**src/rtl/stip_pkg.sv**
```systemverilog
// Shared types and constants for the string-to-integer parser.
// No dependencies; imported by every module of the block.
package stip_pkg;

  // Register layout of the configuration port
  localparam int unsigned CFG_ADDR_W = 3;
  localparam logic REG_RADIX    = 1'b0;
  localparam logic REG_UNSIGNED = 1'b1;
  localparam logic [5:0] RADIX_RESET = 6'd10;

  // Bases and character codes
  localparam logic [5:0] BASE_MAX = 6'd36;
  localparam logic [5:0] BASE_MIN = 6'd2;
  localparam logic [5:0] BASE_HEX = 6'd16;
  localparam logic [5:0] BASE_DEC = 6'd10;
  localparam logic [5:0] BASE_OCT = 6'd8;
  localparam logic [5:0] BASE_AUTO = 6'd0;
  localparam logic [5:0] BASE_BAD = 6'd1;

  localparam logic [7:0] CH_TAB   = 8'd9;
  localparam logic [7:0] CH_CR    = 8'd13;
  localparam logic [7:0] CH_SPACE = 8'd32;
  localparam logic [7:0] CH_PLUS  = 8'h2B;
  localparam logic [7:0] CH_MINUS = 8'h2D;
  localparam logic [7:0] CH_0     = 8'h30;
  localparam logic [7:0] CH_1     = 8'h31;
  localparam logic [7:0] CH_9     = 8'h39;
  localparam logic [7:0] CH_UA    = 8'h41;
  localparam logic [7:0] CH_UZ    = 8'h5A;
  localparam logic [7:0] CH_LA    = 8'h61;
  localparam logic [7:0] CH_LZ    = 8'h7A;
  localparam logic [7:0] CH_UX    = 8'h58;
  localparam logic [7:0] CH_LX    = 8'h78;
  localparam logic [7:0] UPPER_OFS = CH_UA - 8'd10;
  localparam logic [7:0] LOWER_OFS = CH_LA - 8'd10;

  // Output field widths
  localparam int unsigned VALUE_W = 64;
  localparam int unsigned END_W   = 16;

  typedef enum logic [2:0] {
    PH_SPACE,
    PH_SIGNED,
    PH_ZERO,
    PH_PREFIX,
    PH_DIGITS,
    PH_DONE
  } phase_t;

  // One classified byte as it travels from front to back
  typedef struct packed {
    logic [5:0] digit;
    logic       alnum;
    logic       space;
    logic       sign;
    logic       minus;
    logic       is_x;
    logic       is_zero;
    logic       nz_dec;
    logic       last;
  } item_t;

  // Status that goes with a finished number
  typedef struct packed {
    logic found;
    logic negative;
    logic overflowed;
    logic unsigned_mode;
  } res_flags_t;

endpackage

```
**src/rtl/stip_front.sv**
```systemverilog
// Front end: classifies each incoming byte into a queue entry.
// Depends on stip_pkg.
module stip_front import stip_pkg::*; (
  input  logic [7:0] ch,
  input  logic       last,
  output item_t      item
);

  logic [7:0] ofs;

  always_comb begin
    item = '0;
    ofs = 8'd0;
    item.last = last;
    item.space = ((ch >= CH_TAB) && (ch <= CH_CR)) || (ch == CH_SPACE);
    item.sign = (ch == CH_PLUS) || (ch == CH_MINUS);
    item.minus = (ch == CH_MINUS);
    item.is_x = (ch == CH_UX) || (ch == CH_LX);
    item.is_zero = (ch == CH_0);
    item.nz_dec = (ch >= CH_1) && (ch <= CH_9);
    if ((ch >= CH_0) && (ch <= CH_9)) begin
      ofs = CH_0;
      item.alnum = 1'b1;
    end else if ((ch >= CH_UA) && (ch <= CH_UZ)) begin
      ofs = UPPER_OFS;
      item.alnum = 1'b1;
    end else if ((ch >= CH_LA) && (ch <= CH_LZ)) begin
      ofs = LOWER_OFS;
      item.alnum = 1'b1;
    end
    item.digit = item.alnum ? 6'(ch - ofs) : 6'd0;
  end

endmodule

```
**src/rtl/stip_fifo.sv**
```systemverilog
// Small register queue with simultaneous push and pop.
// Depends on stip_pkg for the house import only.
module stip_fifo import stip_pkg::*; #(
  parameter int unsigned WIDTH = 8,
  parameter int unsigned DEPTH = 4
) (
  input  logic             clk,
  input  logic             rst,
  input  logic             push,
  input  logic [WIDTH-1:0] push_data,
  output logic             full,
  input  logic             pop,
  output logic [WIDTH-1:0] pop_data,
  output logic             empty
);

  localparam int unsigned PTR_W = (DEPTH > 1) ? $clog2(DEPTH) : 1;
  localparam int unsigned CNT_W = $clog2(DEPTH + 1);
  localparam logic [PTR_W-1:0] PTR_LAST = PTR_W'(DEPTH - 1);

  logic [WIDTH-1:0] mem [DEPTH];
  logic [PTR_W-1:0] wr_ptr;
  logic [PTR_W-1:0] rd_ptr;
  logic [CNT_W-1:0] count;
  logic             do_push;
  logic             do_pop;

  assign full = (count == CNT_W'(DEPTH));
  assign empty = (count == '0);
  assign do_push = push && !full;
  assign do_pop = pop && !empty;
  assign pop_data = mem[rd_ptr];

  always_ff @(posedge clk) begin
    if (do_push) begin
      mem[wr_ptr] <= push_data;
    end
  end

  always_ff @(posedge clk) begin
    if (rst) begin
      wr_ptr <= '0;
      rd_ptr <= '0;
      count <= '0;
    end else begin
      if (do_push) begin
        wr_ptr <= (wr_ptr == PTR_LAST) ? '0 : wr_ptr + 1'b1;
      end
      if (do_pop) begin
        rd_ptr <= (rd_ptr == PTR_LAST) ? '0 : rd_ptr + 1'b1;
      end
      if (do_push && !do_pop) begin
        count <= count + 1'b1;
      end else if (do_pop && !do_push) begin
        count <= count - 1'b1;
      end
    end
  end

endmodule

```
**src/rtl/stip_back.sv**
```systemverilog
// Back end: parse state machine with the multiply-add and range check.
// Depends on stip_pkg; takes classified bytes and emits finished numbers.
module stip_back import stip_pkg::*; #(
  parameter int unsigned WORD_BITS   = 64,
  parameter int unsigned OFFSET_BITS = 16
) (
  input  logic                   clk,
  input  logic                   rst,
  input  logic                   item_valid,
  input  item_t                  item,
  output logic                   item_ready,
  input  logic [5:0]             radix,
  input  logic                   unsigned_mode,
  input  logic                   res_ready,
  output logic                   res_valid,
  output logic [WORD_BITS-1:0]   res_acc,
  output res_flags_t             res_flags,
  output logic [OFFSET_BITS-1:0] res_end
);

  localparam int unsigned PROD_W = WORD_BITS + 7;
  localparam logic [WORD_BITS-1:0] SIGN_MIN = {1'b1, {(WORD_BITS - 1){1'b0}}};
  localparam logic [WORD_BITS-1:0] SIGN_MAX = {1'b0, {(WORD_BITS - 1){1'b1}}};
  localparam logic [WORD_BITS-1:0] WORD_ONES = '1;
  localparam logic [OFFSET_BITS-1:0] COUNT_MAX = '1;

  phase_t                 phase, phase_next;
  logic [WORD_BITS-1:0]   acc, acc_next;
  logic                   negative, negative_next;
  logic                   overflowed, overflowed_next;
  logic [5:0]             active_base, active_base_next;
  logic [OFFSET_BITS-1:0] byte_count, byte_count_next;
  logic [OFFSET_BITS-1:0] end_mark, end_mark_next;

  logic                   take;
  logic                   do_take;
  logic                   digit_ok;
  logic [WORD_BITS-1:0]   limit;
  logic [PROD_W-1:0]      prod;

  assign item_ready = !item.last || res_ready;
  assign take = item_valid && item_ready;
  assign res_valid = take && item.last;

  // One multiply-add per byte; compare against the active limit
  assign prod = PROD_W'(acc) * PROD_W'(active_base_next) + PROD_W'(item.digit);

  always_comb begin
    if (unsigned_mode) begin
      limit = WORD_ONES;
    end else if (negative_next) begin
      limit = SIGN_MIN;
    end else begin
      limit = SIGN_MAX;
    end
  end

  always_comb begin
    phase_next = phase;
    acc_next = acc;
    negative_next = negative;
    overflowed_next = overflowed;
    active_base_next = active_base;
    end_mark_next = end_mark;
    do_take = 1'b0;
    byte_count_next = (byte_count != COUNT_MAX) ? byte_count + 1'b1 : byte_count;

    unique case (phase)
      PH_SPACE, PH_SIGNED: begin
        if ((phase == PH_SPACE) && item.space) begin
          phase_next = PH_SPACE;
        end else if ((phase == PH_SPACE) && item.sign) begin
          negative_next = item.minus;
          phase_next = PH_SIGNED;
        end else if ((radix == BASE_BAD) || (radix > BASE_MAX)) begin
          phase_next = PH_DONE;
        end else if (radix == BASE_AUTO) begin
          if (item.is_zero) begin
            active_base_next = BASE_AUTO;
            end_mark_next = byte_count_next;
            phase_next = PH_ZERO;
          end else if (item.nz_dec) begin
            active_base_next = BASE_DEC;
            do_take = 1'b1;
          end else begin
            phase_next = PH_DONE;
          end
        end else begin
          active_base_next = radix;
          if (item.is_zero && (radix == BASE_HEX)) begin
            end_mark_next = byte_count_next;
            phase_next = PH_ZERO;
          end else begin
            do_take = 1'b1;
          end
        end
      end
      PH_ZERO: begin
        if (item.is_x) begin
          active_base_next = BASE_HEX;
          phase_next = PH_PREFIX;
        end else begin
          if (active_base == BASE_AUTO) begin
            active_base_next = BASE_OCT;
          end
          do_take = 1'b1;
        end
      end
      PH_PREFIX, PH_DIGITS: begin
        do_take = 1'b1;
      end
      PH_DONE: begin
        phase_next = PH_DONE;
      end
      default: begin
        phase_next = PH_DONE;
      end
    endcase

    digit_ok = (active_base_next >= BASE_MIN) && (active_base_next <= BASE_MAX) &&
               item.alnum && (item.digit < active_base_next);

    if (do_take) begin
      if (!digit_ok) begin
        phase_next = PH_DONE;
      end else begin
        if (!overflowed) begin
          if (prod <= PROD_W'(limit)) begin
            acc_next = prod[WORD_BITS-1:0];
          end else begin
            overflowed_next = 1'b1;
          end
        end
        end_mark_next = byte_count_next;
        phase_next = PH_DIGITS;
      end
    end
  end

  assign res_acc = acc_next;
  assign res_end = end_mark_next;
  assign res_flags = '{found: (end_mark_next != '0), negative: negative_next,
                       overflowed: overflowed_next, unsigned_mode: unsigned_mode};

  always_ff @(posedge clk) begin
    if (rst || res_valid) begin
      phase <= PH_SPACE;
      acc <= '0;
      negative <= 1'b0;
      overflowed <= 1'b0;
      active_base <= '0;
      byte_count <= '0;
      end_mark <= '0;
    end else if (take) begin
      phase <= phase_next;
      acc <= acc_next;
      negative <= negative_next;
      overflowed <= overflowed_next;
      active_base <= active_base_next;
      byte_count <= byte_count_next;
      end_mark <= end_mark_next;
    end
  end

endmodule

```
**src/rtl/string_to_integer_parser_core.sv**
```systemverilog
// Top level of the string-to-integer parser: config registers, queues, formatting.
// Depends on stip_pkg, stip_front, stip_fifo and stip_back.
//
//   channel   direction  handshake                 payload
//   -------   ---------  ------------------------  ----------------------------
//   input     in         push / full               ch[7:0], last
//   result    out        pop / empty               value[63:0], overflow,
//                                                  end_offset[15:0]
//   config    in/out     psel, penable, pwrite,    paddr[2:0], pwdata, prdata
//                        pready (always high)
//
// One byte per cycle sustained while the result queue has room: the back end's
// multiply-add and limit compare are combinational. A byte reaches the back end
// through the byte queue's registers; its result is pushed into the result queue
// as the last byte leaves the byte queue. Reset clears queues and parse state and
// sets radix to 10, unsigned mode off. A stalled result queue holds the back
// end only on a last byte; other bytes keep flowing until the byte queue fills.
module string_to_integer_parser_core import stip_pkg::*; #(
  parameter int unsigned WORD_BITS    = 64,
  parameter int unsigned OFFSET_BITS  = 16,
  parameter int unsigned QUEUE_DEPTH  = 4,
  parameter int unsigned RESULT_DEPTH = 2
) (
  input  logic                  clk,
  input  logic                  rst,
  // byte input
  input  logic                  push,
  output logic                  full,
  input  logic [7:0]            ch,
  input  logic                  last,
  // result output
  input  logic                  pop,
  output logic                  empty,
  output logic [VALUE_W-1:0]    value,
  output logic                  overflow,
  output logic [END_W-1:0]      end_offset,
  // configuration
  input  logic                  psel,
  input  logic                  penable,
  input  logic                  pwrite,
  input  logic [CFG_ADDR_W-1:0] paddr,
  input  logic [31:0]           pwdata,
  output logic [31:0]           prdata,
  output logic                  pready
);

  localparam int unsigned ITEM_W = $bits(item_t);
  localparam int unsigned FLAG_W = $bits(res_flags_t);
  localparam int unsigned RES_W  = WORD_BITS + FLAG_W + OFFSET_BITS;
  localparam logic [WORD_BITS-1:0] SIGN_MIN = {1'b1, {(WORD_BITS - 1){1'b0}}};
  localparam logic [WORD_BITS-1:0] SIGN_MAX = {1'b0, {(WORD_BITS - 1){1'b1}}};

  // Configuration registers
  logic [5:0] radix;
  logic       unsigned_mode;
  logic       cfg_write;

  // Front to back
  item_t               front_item;
  logic [ITEM_W-1:0]   q_data;
  logic                q_empty;
  logic                q_pop;

  // Back to result queue
  logic                   res_valid;
  logic                   res_full;
  logic [WORD_BITS-1:0]   res_acc;
  res_flags_t             res_flags;
  logic [OFFSET_BITS-1:0] res_end;
  logic [RES_W-1:0]       out_data;

  // Head of result queue
  logic [WORD_BITS-1:0]   head_acc;
  res_flags_t             head_flags;
  logic [OFFSET_BITS-1:0] head_end;
  logic [WORD_BITS-1:0]   head_value;
  logic [31:0]            end_wide;

  assign pready = 1'b1;
  assign cfg_write = psel && penable && pwrite && pready;

  always_ff @(posedge clk) begin
    if (rst) begin
      radix <= RADIX_RESET;
      unsigned_mode <= 1'b0;
    end else if (cfg_write) begin
      unique case (paddr[2])
        REG_RADIX:    radix <= pwdata[5:0];
        REG_UNSIGNED: unsigned_mode <= pwdata[0];
        default:      radix <= radix;
      endcase
    end
  end

  always_comb begin
    unique case (paddr[2])
      REG_RADIX:    prdata = {26'd0, radix};
      REG_UNSIGNED: prdata = {31'd0, unsigned_mode};
      default:      prdata = 32'd0;
    endcase
  end

  // Classify the byte on the way into the queue
  stip_front u_front (
    .ch   (ch),
    .last (last),
    .item (front_item)
  );

  stip_fifo #(
    .WIDTH (ITEM_W),
    .DEPTH (QUEUE_DEPTH)
  ) u_byte_q (
    .clk       (clk),
    .rst       (rst),
    .push      (push),
    .push_data (front_item),
    .full      (full),
    .pop       (q_pop),
    .pop_data  (q_data),
    .empty     (q_empty)
  );

  stip_back #(
    .WORD_BITS   (WORD_BITS),
    .OFFSET_BITS (OFFSET_BITS)
  ) u_back (
    .clk           (clk),
    .rst           (rst),
    .item_valid    (!q_empty),
    .item          (item_t'(q_data)),
    .item_ready    (q_pop),
    .radix         (radix),
    .unsigned_mode (unsigned_mode),
    .res_ready     (!res_full),
    .res_valid     (res_valid),
    .res_acc       (res_acc),
    .res_flags     (res_flags),
    .res_end       (res_end)
  );

  stip_fifo #(
    .WIDTH (RES_W),
    .DEPTH (RESULT_DEPTH)
  ) u_result_q (
    .clk       (clk),
    .rst       (rst),
    .push      (res_valid),
    .push_data ({res_acc, res_flags, res_end}),
    .full      (res_full),
    .pop       (pop),
    .pop_data  (out_data),
    .empty     (empty)
  );

  assign {head_acc, head_flags, head_end} = out_data;

  // Saturate on overflow, negate a minus number, zero when nothing was found
  always_comb begin
    priority if (!head_flags.found) begin
      head_value = '0;
    end else if (head_flags.overflowed && head_flags.unsigned_mode) begin
      head_value = '1;
    end else if (head_flags.overflowed) begin
      head_value = head_flags.negative ? SIGN_MIN : SIGN_MAX;
    end else if (head_flags.negative) begin
      head_value = '0 - head_acc;
    end else begin
      head_value = head_acc;
    end
  end

  assign value = VALUE_W'(head_value);
  assign overflow = head_flags.found && head_flags.overflowed;
  assign end_wide = head_flags.found ? 32'(head_end) : 32'd0;
  assign end_offset = end_wide[END_W-1:0];

endmodule

```
**config.mk**
```make
export PLATFORM = sky130hd
export DESIGN_NAME = string_to_integer_parser_core
export DESIGN_NICKNAME = d
export VERILOG_FILES = /design/src/rtl/stip_pkg.sv /design/src/rtl/stip_front.sv /design/src/rtl/stip_fifo.sv /design/src/rtl/stip_back.sv /design/src/rtl/string_to_integer_parser_core.sv
export SDC_FILE = /design/constraint.sdc
export NUM_CORES = 2
export LEC_CHECK = 0
export BUFFER_PORTS_ARGS = -buffer_cell sky130_fd_sc_hd__buf_2
export CAP_MARGIN = 0
export CORE_MARGIN = 4
export CORE_UTILIZATION = 53
export CTS_CLUSTER_SIZE = 12
export DETAILED_ROUTE_END_ITERATION = 12
export PLACE_DENSITY = 0.75
export SETUP_SLACK_MARGIN = 0.4
export SLEW_MARGIN = 20
export SYNTH_ARGS = -nofsm -noshare
export SYNTH_HDL_FRONTEND = slang
export SYNTH_HIERARCHICAL = 1
export SYNTH_SLANG_ARGS = --single-unit
```
**constraint.sdc**
```tcl
create_clock -name clk -period 9.04 [get_ports clk]
set_input_delay 1.808 -clock clk [delete_from_list [all_inputs] [get_ports clk]]
set_output_delay 1.808 -clock clk [all_outputs]
set_load 0.01 [all_outputs]
```
Word-level counts from Yosys, hierarchy flattened
Memory sizes are Yosys's and may differ from the RTL's. A register that Yosys moved wholly into a read port is not among the register bits.
Index checks and enable logic that the tools add are counted.
Operators by class
  divide/modulo/power cells: 0
  bitwise gates (word level): 1
  $add $sub $neg: 12
  reduce and logical (&&, ||, !) cells: 52
  equal/unequal tests: 21
  $lt $le $gt $ge: 14
  multipliers: 1
  shifts and indexed selects: 0
  mux-type cells: 82
Operators by type and width (number)
  2-to-1 mux 64 bit: 11
  2-to-1 mux 16 bit: 11
  adder 70 x 6 -> 71 bit: 1
  <= comparator 71 x 64 -> 1 bit: 1
  multiplier 64 x 6 -> 70 bit: 1
  2-to-1 mux 6 bit: 11
  one-hot mux 32 bit (2 select lines): 1
  subtractor 1 x 64 -> 64 bit, first input constant: 1
  2-to-1 mux 3 bit: 11
  equality test 8 x 6 -> 1 bit, second input constant: 4
  2-to-1 mux 1 bit: 27
  logical AND 1 bit: 24
  adder 16 x 1 -> 16 bit, second input constant: 1
  equality test 8 x 7 -> 1 bit, second input constant: 2
  >= comparator 8 x 6 -> 1 bit, second input constant: 2
  >= comparator 8 x 7 -> 1 bit, second input constant: 2
  <= comparator 8 x 7 -> 1 bit, second input constant: 2
  inequality test 16 bit, second input constant: 1
  nonzero test 16 bit: 1
  logical NOT 6 bit: 2
  2-to-1 mux 2 bit: 6
  one-hot mux 6 bit (2 select lines): 1
  logical NOT 1 bit: 9
  one-hot mux 3 bit (3 select lines): 1
  other kinds (33): 49
Word-level totals
  bits in latches: 0
  output and inout port bits: 116
  input port bits: 51
  bits in registers: 125
  memory bits (read-only): 0
  memories kept: 2
  logic and storage cells: 200
  bits in writable memories: 224
Memory list
  u_result_q.mem: words 2, width 84, read ports 1, clocked after Yosys merged registers in 1, wr ports 1, RTL line stip_fifo.sv:21  | logic [WIDTH-1:0] mem [DEPTH];
  u_byte_q.mem: words 4, width 14, read ports 1, clocked after Yosys merged registers in 1, wr ports 1, RTL line stip_fifo.sv:21

Depth between registers and ports, before layout
  word-level depth: 14
  depth in mapped cells: 41

Cells and area by module
Netlist, hierarchy kept.
By module, submodules not included
  stip_back: cells an instance 2598, instances 1, area each 21172.8 um^2
  stip_fifo (u_result_q): cells an instance 286, instances 1, area each 6293.5 um^2
  string_to_integer_parser_core: cells an instance 426, instances 1, area each 2841.5 um^2
  stip_fifo (u_byte_q): cells an instance 123, instances 1, area each 2521.2 um^2
  stip_front: cells an instance 54, instances 1, area each 385.4 um^2

Least setup slack after synthesis
OpenSTA, ideal clock, no wires.
  path type: reg-to-reg
  start point: register (tool-made name)
  end point: memory u_result_q/mem[0][43] (netlist name) (data pin)
  setup time: 0.262 ns
  path slack: -0.884 ns
  stages on the path, launching flop included: 37
  data arrival time: 9.662 ns
  cell sequence: dfxtp_1 > buf_2 > mux4_2 > or4_1 > nor3_1 > nor3_1 > o21ai_0 > a22o_1 > clkbuf_1 > clkbuf_1 > nand2_1 > fa_1 > fa_1 > inv_1 > fa_1 > fa_1 > ha_1 > o211ai_1 > o21a_1 > a2111oi_0 > nor3_1 > o21a_1 > o31ai_1 > a21oi_1 > xnor2_1 > ha_1 > nand4_1 > nor3_1 > nand4_1 > or3_1 > o21ai_0 > nor3_1 > nor2_1 > nand4_2 > nor4_4 > buf_4 > mux2_2
RTL lines (RTL line)
  end, declared: stip_fifo.sv:21

==> results.toml <==
[run_status]
status = "finished with violations"
violations = "negative setup slack"

[critical_path]
r2r_slack_ns = -0.88
critical_path_class = "flop to flop"
r2r_cells = 40
worstSetupStartpointType = "flop"
worst_path_max_delay_cell = "fa_1"
crit_path_frequent_cell = "buf_4"
cp_max_fo = 11
worstReg2RegEnd = "u_result_q/mem[1][39]$_DFFE_PP_"
end_kind = "flop"
cp.arrival_ns = 10.21
critical_path.max_stage_delay_ns = 0.56
cp.required_ns = 9.33

[route]
avgRoutedWirePerCell_um = 21.1
dr.pass1.iters = 6
drc = 0
vias = 28800
antenna_left = 0
vias_per_cell = 5.94
wl_um = 102000
drt_iter0_drc = 2747

[final_layout]
final_common_cell = "buf_4"
fillers = 4546
syn2layout_area_growth_pct = 23.7
final_cell_mix = "buf_4, nand2_1, inv_1"
finalNonFillerCells = 4840
drive_gt1_share_pct = 27.6
post-route-util_pct = 66.5
nNetsFinal = 4509

[sta]
post-route-period-util_pct = 110
clock.fmax_ghz = 0.101
tns_ns = -155.09
fin_ws_ns = -0.880
rsz0062_at_grt = "yes"
min_period_ns = 9.92
drv_slew = 0
max-slew-margin-rel_pct = 21.5
skew_ns = 0.0281
finalHoldViolCount = 0
worstMarginPinSlew_ns = 1.17
setup_viol = 195

[yosys]
ys.flop_type = "edfxtp_1"
synth_xor_area_share_pct = 3.58
synthSimpleGateAreaFrac_pct = 18.1
yosysSeqAreaShare_pct = 28.0
ys_types = 97
synth_area_sq_mm = 0.0332
synth_adder_area_share_pct = 24.0
yosys-mux-area-fraction_pct = 8.40
synth_edf_count = 224
syn_area_per_cell_sq_um = 9.53
async_flop_share_pct = 0
ys_seq_elements = 352
synth_cells = 3487
synth_top_family_by_area = "adder cells"
yosys_warnings = 6
synth_compound_area_share_pct = 11.6

[run]
drv_cap = 0

[clock_tree]
clockRootBuffer = "clkbuf_16"
worstSkewPairLatency_ns = 0.55
cts.hold.buffers_added = 0
path_clk_slew_ns = 0.06
cts_max_path_buffers = 3
cts_tree = "yes"
htreeDepth = 2
cts_made_buffers = 37
cts_sinks = 352

[hold_path]
holdPathEnd = "u_back/end_mark[1]$_SDFFE_PP0P_"
min_path_type = "flop to flop"
min-delay-start = "u_back/end_mark[1]$_SDFFE_PP0P_"
min_path_cells = 2

[power]
pwr-share-comb_pct = 57.8
swShare_pct = 44.8
switching_power_mw = 3.92
power_density_mw_per_mm2 = 213
clock_power_share_pct = 17.1
p_leak_nw = 18.1
vdd_drop_max_v = 0.000219
pwr-share-seq_pct = 25.1
finalPower_mw = 8.76
p_int_mw = 4.84

[floorplan]
initial_utilization_pct = 53.7
die_w_um = 258
core_region_area_sq_mm = 0.0618
die_h_um = 258
die-area_sq_mm = 0.0667
num_rows = 91
ios = 167

[place]
dpl.hpwl_um = 74000
gp_congestion = 0.997
io_buffers = 111
place_ws_ns = -0.815
placed_cells = 4700

[global_route]
grt_max_degree = 94
first_global_vias = 28600
grt_pass1_wl_um = 153000
antenna_found_initial = 1
grt_use_total_pct = 28.4
grt-ovfl-total = 0
[layer usage]
metal / up-vias / GRT usage, % / wire length (um)
met5: - / 0 / 0
met4: 0 / 10.7 / 4530
met3: 275 / 3.93 / 7930
met2: 1274 / 47.4 / 48800
met1: 14100 / 37.9 / 40700
li1: 13100 / - / -
[what timing repair did]
item	CTS	global route
buffers inserted	22	39
cloned	1	8
pin swaps	3	95
resized for setup	85	113
endpoints found under the setup margin	195	195
[how the worst max path moves through the flow]
| stage | startpoint | end | slack [ns] | cells after the start |
|---|---|---|---|---|
| detailed placement | flop | u_result_q/mem[1][34]$_DFFE_PP_ | -0.81 | 40 |
| CTS | u_byte_q/mem[1][2]$_DFFE_PP_ | u_result_q/mem[1][37]$_DFFE_PP_ | -0.60 | 36 |
| global route | flop | u_back/acc[22]$_SDFFE_PP0P_ | -1.18 | 43 |
| floorplan | flop | u_result_q/mem[0][43]$_DFFE_PP_ | 0.05 | 36 |
| global placement | flop | u_result_q/mem[0][34]$_DFFE_PP_ | -0.67 | 36 |
| finish | flop | u_result_q/mem[1][39]$_DFFE_PP_ | -0.88 | 40 |
[critical path: cells and delay by family (launching register included)]
| family | cells | cell delay, ns |
|---|---|---|
| compound gates | 9 | 1.80 |
| xor+xnor | 1 | 0.16 |
| fa+ha+maj | 6 | 2.77 |
| buf+inv | 11 | 1.42 |
| flops | 1 | 0.37 |
| mux | 2 | 0.93 |
| simple gates | 11 | 2.19 |
[area by class of cell]
cell class              count  area (sq um)  area share, %
clock inverters             9           123          0.298
clock buffers              59          1030           2.51
inverters                 258           988           2.41
diodes                      2          5.00         0.0122
well taps                 837          1050           2.55
flip-flops and latches    352          9300           22.6
repair buffers            651          5240           12.7
multi-input cells        2672         23400           56.9
[synth_stat cells (all sizes together) (11+ instances only)]
master  count  area share, %
clkbuf    149            1.7
mux2i      64            1.9
fa        254             15
a21o       17           0.38
nor3       61           0.93
ha        232            8.7
or2        18           0.34
nand3      40           0.60
dfxtp     128            7.7
xor2       88            2.3
or4        26           0.62
nor2      139            1.6
a211oi     29           0.67
o21bai     11           0.25
mux4       14           0.95
inv       256            2.9
o41ai      27           0.73
o21ai     167            2.5
a21oi     195            2.9
o31ai      23           0.55
o211ai     18           0.41
a31oi      14           0.26
mux2      163            5.5
nor4       21           0.50
or3        35           0.67
and3       24           0.45
xnor2      47            1.2
nand2b     13           0.24
a211o      12           0.32
nand4      74            1.4
o21a       21           0.47
buf        80            1.6
nor2b      23           0.44
edfxtp    224             20
nand2     412            4.7
and2      264            5.0
[through the flow]
step           hold WS (ns)  area, sq um
3_3_place_gp          0.440        38200
2_1_floorplan         0.434        34100
3_5_place_dp          0.460        38200
6_report              0.466        41100
5_1_grt               0.482        41100
4_1_cts               0.468        39900
[logic make-up (layout without fill, tap and decap cells)]
family                   after synthesis  in the layout
AND/OR/NAND/NOR                     1174           1174
AO/OA/AOI/OAI                        609            609
buffers and inverters                488            977
adder cells (fa/ha/maj)              486            486
flip-flops                           352            352
multiplexers                         241            241
XOR/XNOR                             135            135
other                                  2             29
[power groups by stage]
stage,logic (mW),registers [mW],clock network [mW]
finish,5.06,2.20,1.49
CTS,4.65,2.20,1.50
detailed placement,4.50,2.23,0
floorplan,2.81,2.17,0
global placement,4.41,2.21,0
global route,5.34,2.22,1.57
[flip-flops by register name, summed over array words and instances, names as in the netlist, 3 cells and up, named ones only]
register	flops
u_result_q/mem	168
u_back/acc	64
u_byte_q/mem	56
u_back/byte_count	16
u_back/end_mark	16
radix	6
u_back/active_base	6
u_back/phase	3
u_byte_q/count	3
Note: power is estimated with default switching activity, not from simulation.
